## config.mk

```make
export PLATFORM = sky130hd
export DESIGN_NAME = jpeg_frame_delimiter_core
export DESIGN_NICKNAME = d
export VERILOG_FILES = /design/src/hw/rtl/jfd_pkg.sv /design/src/hw/rtl/jfd_parser.sv /design/src/hw/rtl/jpeg_frame_delimiter_core.sv
export SDC_FILE = /design/constraint.sdc
export NUM_CORES = 1
export LEC_CHECK = 0
export ABC_AREA = 1
export ABC_CLOCK_PERIOD_IN_PS = 8100
export BUFFER_PORTS_ARGS = -buffer_cell sky130_fd_sc_hd__buf_2
export CORE_MARGIN = 2
export CORE_UTILIZATION = 60
export CTS_CLUSTER_SIZE = 24
export DETAILED_ROUTE_END_ITERATION = 6
export PLACE_DENSITY = 0.78
export SYNTH_ARGS = -nofsm -noshare
export SYNTH_HDL_FRONTEND = slang
export SYNTH_SLANG_ARGS = --single-unit
```

## constraint.sdc

```tcl
create_clock -name clk -period 8.1 [get_ports clk]
set_clock_uncertainty 0.1 [all_clocks]
set_input_delay 0 -clock clk [delete_from_list [all_inputs] [get_ports clk]]
set_output_delay 0 -clock clk [all_outputs]
set_load 0.005 [all_outputs]
```

## src/hw/rtl/jfd_pkg.sv

```systemverilog
// Shared types and constants of the JPEG frame delimiter.
package jfd_pkg;

    localparam int unsigned BYTE_W    = 8;
    localparam int unsigned SKIP_W    = 16;
    localparam int unsigned MAX_RES   = 3;
    localparam int unsigned QUEUE_D   = 4;
    localparam int unsigned QCNT_W    = 3;

    localparam logic [BYTE_W-1:0] MK_PREFIX = 8'hFF;
    localparam logic [BYTE_W-1:0] MK_SOI    = 8'hD8;
    localparam logic [BYTE_W-1:0] MK_SOS    = 8'hDA;
    localparam logic [BYTE_W-1:0] MK_DRI    = 8'hDD;
    localparam logic [BYTE_W-1:0] MK_RST0   = 8'hD0;
    localparam logic [BYTE_W-1:0] MK_RST7   = 8'hD7;
    localparam logic [BYTE_W-1:0] MK_EOI    = 8'hD9;

    localparam logic [SKIP_W-1:0] DRI_SKIP  = 16'd4;
    localparam logic [SKIP_W-1:0] LEN_MIN   = 16'd2;

    typedef enum logic [6:0] {
        PH_PREFIX = 7'b0000001,
        PH_CODE   = 7'b0000010,
        PH_LENHI  = 7'b0000100,
        PH_LENLO  = 7'b0001000,
        PH_SKIP   = 7'b0010000,
        PH_SCAN   = 7'b0100000,
        PH_DROP   = 7'b1000000
    } phase_t;

    typedef struct packed {
        logic [BYTE_W-1:0] out_byte;
        logic              frame_end;
        logic              bad_frame;
    } result_t;

    // Words produced by one accepted input byte; res[0] goes out first.
    typedef struct packed {
        logic [1:0]              count;
        result_t [MAX_RES-1:0]   res;
    } gen_t;

endpackage

```

## src/hw/rtl/jfd_parser.sv

```systemverilog
// Marker walker: parse state and the words made for each accepted byte.
module jfd_parser (
    input  logic                     clk,
    input  logic                     rst_n,
    input  logic                     in_valid,
    input  logic [jfd_pkg::BYTE_W-1:0] data_byte,
    input  logic                     buffer_end,
    output jfd_pkg::gen_t            gen
);
    import jfd_pkg::*;

    phase_t            phase_reg, phase_next;
    logic              scan_reg, scan_next;
    logic [BYTE_W-1:0] len_hi_reg, len_hi_next;
    logic [SKIP_W-1:0] skip_reg, skip_next;
    logic              prev_ff_reg, prev_ff_next;

    logic              closed;
    logic [SKIP_W-1:0] seg_len;
    logic [SKIP_W-1:0] skip_dec;
    gen_t              g;

    assign seg_len  = {len_hi_reg, data_byte};
    assign skip_dec = (skip_reg != '0) ? skip_reg - 1'b1 : skip_reg;

    always_comb
    begin
        phase_next   = phase_reg;
        scan_next    = scan_reg;
        len_hi_next  = len_hi_reg;
        skip_next    = skip_reg;
        prev_ff_next = prev_ff_reg;
        closed       = 1'b0;
        g            = '0;
        g.res[0]     = '{out_byte: data_byte, frame_end: 1'b0, bad_frame: 1'b0};
        g.count      = 2'd1;

        case (phase_reg)
            PH_PREFIX:
            begin
                if (data_byte != MK_PREFIX)
                begin
                    g.res[0].frame_end = 1'b1;
                    g.res[0].bad_frame = 1'b1;
                    closed     = 1'b1;
                    phase_next = PH_DROP;
                end
                else
                begin
                    phase_next = PH_CODE;
                end
            end
            PH_CODE:
            begin
                if (data_byte == MK_EOI)
                begin
                    g.res[0].frame_end = 1'b1;
                    closed     = 1'b1;
                    phase_next = PH_DROP;
                end
                else if (data_byte == MK_SOI ||
                         (data_byte >= MK_RST0 && data_byte <= MK_RST7))
                begin
                    phase_next = PH_PREFIX;
                end
                else if (data_byte == MK_DRI)
                begin
                    scan_next  = 1'b0;
                    skip_next  = DRI_SKIP;
                    phase_next = PH_SKIP;
                end
                else
                begin
                    scan_next  = (data_byte == MK_SOS);
                    phase_next = PH_LENHI;
                end
            end
            PH_LENHI:
            begin
                len_hi_next = data_byte;
                phase_next  = PH_LENLO;
            end
            PH_LENLO:
            begin
                // saturate short lengths so nothing is skipped
                skip_next = (seg_len < LEN_MIN) ? '0 : seg_len - LEN_MIN;
                if (skip_next == '0)
                begin
                    if (scan_reg)
                    begin
                        phase_next   = PH_SCAN;
                        prev_ff_next = 1'b0;
                    end
                    else
                    begin
                        phase_next = PH_PREFIX;
                    end
                end
                else
                begin
                    phase_next = PH_SKIP;
                end
            end
            PH_SKIP:
            begin
                skip_next = skip_dec;
                if (skip_dec == '0)
                begin
                    if (scan_reg)
                    begin
                        phase_next   = PH_SCAN;
                        prev_ff_next = 1'b0;
                    end
                    else
                    begin
                        phase_next = PH_PREFIX;
                    end
                end
            end
            PH_SCAN:
            begin
                if (prev_ff_reg && data_byte == MK_EOI)
                begin
                    g.res[0].frame_end = 1'b1;
                    closed     = 1'b1;
                    phase_next = PH_DROP;
                end
                else
                begin
                    prev_ff_next = (data_byte == MK_PREFIX);
                end
            end
            default:
            begin
                // dropping trailing bytes
                g.count = 2'd0;
                closed  = 1'b1;
            end
        endcase

        if (buffer_end)
        begin
            if (!closed)
            begin
                // close an unterminated frame with an appended EOI
                g.res[1] = '{out_byte: MK_PREFIX, frame_end: 1'b0, bad_frame: 1'b0};
                g.res[2] = '{out_byte: MK_EOI, frame_end: 1'b1, bad_frame: 1'b0};
                g.count  = 2'd3;
            end
            phase_next   = PH_PREFIX;
            scan_next    = 1'b0;
            len_hi_next  = '0;
            skip_next    = '0;
            prev_ff_next = 1'b0;
        end

        if (!in_valid)
        begin
            g.count = 2'd0;
        end
    end

    assign gen = g;

    always_ff @(posedge clk or negedge rst_n)
    begin
        if (!rst_n)
        begin
            phase_reg   <= PH_PREFIX;
            scan_reg    <= 1'b0;
            len_hi_reg  <= '0;
            skip_reg    <= '0;
            prev_ff_reg <= 1'b0;
        end
        else if (in_valid)
        begin
            phase_reg   <= phase_next;
            scan_reg    <= scan_next;
            len_hi_reg  <= len_hi_next;
            skip_reg    <= skip_next;
            prev_ff_reg <= prev_ff_next;
        end
    end

endmodule

```

## src/hw/rtl/jpeg_frame_delimiter_core.sv

```systemverilog
// Top level of the JPEG frame delimiter: parser plus a four-word output queue.
// Takes an MJPEG capture buffer one byte per word and passes on the bytes of
// one JPEG image, from the start of the buffer up to and including the D9 of
// EOI (frame_end on tlast); everything after it is dropped. A non-FF byte where
// a marker is due ends the frame with bad_frame (tuser) set on that byte. A
// buffer whose last byte (tlast on input) leaves the frame open gets FF D9
// appended. The block takes one byte per clock while s_tready is high: each byte
// makes at most one output word, except the closing byte of an unterminated
// buffer, which makes three. Input ready depends only on the fill of the
// four-word output queue (ready while it holds at most one word), so with the
// output draining freely the block runs at one byte per cycle and pauses only
// after an unterminated buffer end. Result words are registered into the queue.
module jpeg_frame_delimiter_core (
    input  logic       clk,
    input  logic       rst_n,
    input  logic       s_tvalid,
    output logic       s_tready,
    input  logic [7:0] s_tdata,   // [7:0] data_byte
    input  logic       s_tlast,   // buffer_end
    output logic       m_tvalid,
    input  logic       m_tready,
    output logic [7:0] m_tdata,   // [7:0] out_byte
    output logic       m_tuser,   // [0] bad_frame
    output logic       m_tlast    // frame_end
);
    import jfd_pkg::*;

    logic              accept;
    logic              pop;
    gen_t              gen;

    result_t           q_reg [QUEUE_D];
    result_t           q_next [QUEUE_D];
    logic [QCNT_W-1:0] cnt_reg, cnt_next;
    logic [QCNT_W-1:0] base;

    assign s_tready = (cnt_reg <= QCNT_W'(1));
    assign accept   = s_tvalid & s_tready;
    assign m_tvalid = (cnt_reg != '0);
    assign pop      = m_tvalid & m_tready;

    assign m_tdata  = q_reg[0].out_byte;
    assign m_tlast  = q_reg[0].frame_end;
    assign m_tuser  = q_reg[0].bad_frame;

    jfd_parser u_parser (
        .clk        (clk),
        .rst_n      (rst_n),
        .in_valid   (accept),
        .data_byte  (s_tdata),
        .buffer_end (s_tlast),
        .gen        (gen)
    );

    // Advance the queue on a pop, then append the new words behind what is left.
    always_comb
    begin
        base = cnt_reg - QCNT_W'(pop);
        for (int j = 0; j < QUEUE_D; j++)
            q_next[j] = q_reg[j];
        if (pop)
        begin
            for (int j = 0; j < QUEUE_D - 1; j++)
                q_next[j] = q_reg[j + 1];
        end
        for (int j = 0; j < QUEUE_D; j++)
        begin
            for (int i = 0; i < MAX_RES; i++)
            begin
                if (QCNT_W'(i) < QCNT_W'(gen.count) &&
                    base + QCNT_W'(i) == QCNT_W'(j))
                    q_next[j] = gen.res[i];
            end
        end
        cnt_next = base + QCNT_W'(gen.count);
    end

    always_ff @(posedge clk or negedge rst_n)
    begin
        if (!rst_n)
            cnt_reg <= '0;
        else
            cnt_reg <= cnt_next;
    end

    always_ff @(posedge clk)
    begin
        for (int j = 0; j < QUEUE_D; j++)
            q_reg[j] <= q_next[j];
    end

endmodule

```

==> run_results.csv <==
group,metric,value,unit
status,status,"completed",
power,swShare,0.472,
place,place_inst,869,
place,port_buffers,24,
floorplanning,fp.coreArea,8300,µm²
logic_synthesis,synth.top_cells.by_count,"237 x nand2_1, 91 x inv_1, 91 x nor2_1",
finish,largest_reg_flops,40,
logic_synthesis,syn-instance-count,760,
global_route,antenna_found_initial,0,
setup_path,slowest_stage,"dfrtp_1",
power,p_comb_frac,0.506,
floorplanning,die_h,97.1,µm
global_route,grt-ovfl-total,0,
setup_path,cpMostUsedCell,"nand2_1",
setup_path,end_kind,"register",
clocking,cts_root_buf,"clkbuf_8",
setup_path,critPathKind,"register to register",
logic_synthesis,ys.flop_type,"dfrtp_1",
clocking,ctsHtreeMaxLevel,3,
clocking,clock_latency,0.35,ns
logic_synthesis,ys_types,48,
hold_path,worstHoldStart,"s_tdata[5]",
drt,vias,5190,
logic_synthesis,synthXorXnorAreaFrac,0.0101,
sta,fmax,0.254,GHz
power,p_int,0.00101,W
logic_synthesis,postSynthAreaPerCell,6.85,µm²
finish,antenna_cells,0,
floorplanning,die_w,97.1,µm
logic_synthesis,ys_seq_area_frac,0.373,
clocking,holdBufCountCts,5,
finish,final_cell_area,5610,µm²
drt,drc,0,
clocking,clock_path_buffers,2,
place,routabilityCongestion,0.978,
clocking,post_cts_resized,0,
drt,wl_per_cell,16.0,µm
sta,drv_slew,0,
drt,post_drt_via_cell_ratio,5.83,
finish,layout-drive-gt1-share,0.101,
place,post-dp-hpwl,10600,µm
power,pwr-share-clk,0.173,
power,power_density,340,nW/µm²
logic_synthesis,synth-edff-count,24,
floorplanning,start_util,0.627,
clocking,cts.sinks,76,
logic_synthesis,synth_area_leader_cell,"nand2_1",
global_route,grt_max_degree,37,
setup_path,worstPathRequired,8.04,ns
logic_synthesis,synth_top_area_frac,0.171,
sta,final-setup-viol-count,0,
drt,drtIter0Drc,378,
sta,period_needed,3.94,ns
clocking,postCtsSetupBuffers,0,
setup_path,cp.arrival,3.88,ns
run,max_cap_violations,0,
power,switchingPower,0.000901,W
drt,drtAntennaViolNets,0,
floorplanning,die-area,9430,µm²
logic_synthesis,synth_nets,781,
setup_path,start_kind,"register",
sta,rsz0062_at_grt,"false",
logic_synthesis,muxShareOfSynthArea,0.00192,
logic_synthesis,yosys.area_share.simple,0.397,
setup_path,crit_chain,"nor2_1 > nand2_1 > nand2_1 > clkinv_1 > ha_1 > ha_1 > or2_2 > nand2_1 > inv_1 > nor2_1 > nand3_1 > nor2_1 > a21oi_2 > nand2_1",
logic_synthesis,synth_most_common_cell,"nand2_1",
sta,fin_tns_setup,0,ns
sta,hold_viol,0,
hold_path,hold_path_class,"input pin to register",
power,seqPwrFrac,0.321,
sta,hold-worst-slack,0.00799,ns
logic_synthesis,async_flop_share,0.474,
place,placed_cell_area,5340,µm²
global_route,grt_pass1_wl,23300,µm
finish,final_cells,890,
logic_synthesis,synth_top_family_by_area,"simple AND/OR/NAND/NOR gates",
sta,period_share,0.487,
power,ir_worst_vdd,220,µV
sta,worst_pin_slew,0.869,ns
logic_synthesis,synth_compound_area_frac,0.0995,
floorplanning,num_io_pins,25,
floorplanning,num_rows,33,
finish,n_fill_cell,746,
logic_synthesis,synthesis.area,5200,µm²
logic_synthesis,yosys_register_bits,76,
drt,postRouteWirelength,14200,µm
clocking,cts_buffers,9,
power,power.leakage,2.83,nW
logic_synthesis,synthTopCellsByArea,"nand2_1 17%, dfrtp_1 17%, edfxtp_1 14%",
global_route,track_usage,0.308,
hold_path,holdPathStages,5,
finish,areaGrowthSynthToFinish,7.79,%
clocking,cts_tree,"built",
global_route,grt_pass1_vias,4881,
logic_synthesis,ys_warn_count,0,
finish,nNetsFinal,801,
clocking,clk_pin_slew,0.09,ns
sta,relSlewSlack,0.421,
setup_path,crit-reg2reg-launch,"cnt_reg[2]",
setup_path,reg2reg_depth,14,
setup_path,crit_start,"cnt_reg[2]",
logic_synthesis,synth_fa_ha_area_frac,0.0207,
setup_path,cpPeakStageDelay,0.41,ns
drt,dr.pass1.iters,5,
setup_path,cp_max_fo,13,
-- power by group through the flow --
stage / clock network [W] / registers [W] / logic [W]
after global placement: 0 / 0.000613 / 0.000909
after CTS: 0.000334 / 0.000611 / 0.000949
after detailed placement: 0 / 0.000617 / 0.000943
after global routing: 0.000354 / 0.000628 / 0.00109
final: 0.000331 / 0.000613 / 0.000966
after floorplan: 0 / 0.000596 / 0.000730
-- cells in the final DEF, fill, tap and decap left out, types with 6 or more instances in the layout --
master      n
nand2_1   237
inv_1      91
nor2_1     91
nand3_1    79
o21ai_0    40
dfrtp_1    35
buf_2      24
edfxtp_1   24
o22ai_1    17
dfxtp_1    16
nand4_1    14
a21oi_1     9
clkbuf_8    9
o211ai_1    8
ha_1        7
clkinv_1    6
or2_2       6
-- layout make-up --
class	instances	area, µm²	area share
well taps	105	131	0.0234
multi-input cells	561	2750	0.491
clock buffers	10	128	0.0228
inverters	103	389	0.0694
clock inverters	6	95.1	0.0170
flip-flops and latches	76	1940	0.346
repair buffers	29	170	0.0303
-- stage by stage --
step / utilization / power [W] / setup slack [ns]
after floorplan: - / 0.00133 / 4.94
after global placement: 0.643 / 0.00152 / 4.48
after detailed placement: 0.643 / 0.00156 / 4.26
after CTS: 0.676 / 0.00189 / 4.22
after global routing: 0.676 / 0.00208 / 3.76
final: 0.676 / 0.00191 / 4.16
-- cell families (layout without fill, tap and decap cells) --
kind of cell	Yosys count	after routing
multiplexers	1	1
AND/OR/NAND/NOR	458	458
AO/OA/AOI/OAI	88	88
flip-flops	76	76
XOR/XNOR	6	6
adder cells (fa/ha/maj)	8	8
buffers and inverters	123	148
-- routing by layer --
metal  global-route usage  vias to the layer above  wire (µm)
met2                0.513                      256       6840
met5                    0                        -          0
met3               0.0367                       53        931
met1                0.396                     2371       5940
li1                     -                     2510          -
met4                0.154                        0        525
-- worst paths after layout --
check,slack [ns],end
setup / recovery,4.16,q_reg[2][1]
hold / removal,0.008,q_reg[2][7]
setup reg to reg,4.16,q_reg[2][1]
hold reg to reg,0.39,q_reg[2][0]
max in group asynchronous,7.15,u_parser.skip_reg[5]
min in group asynchronous,0.19,u_parser.phase_reg[3]
-- worst max-delay path, delay by kind of cell (launching register included) --
| family | cells | cell delay (ns) |
|---|---|---|
| compound gates | 1 | 0.10 |
| flops | 1 | 0.41 |
| fa+ha+maj | 2 | 0.47 |
| buf+inv | 2 | 0.47 |
| simple gates | 9 | 2.09 |
Note: power is estimated with default switching activity, not from simulation.
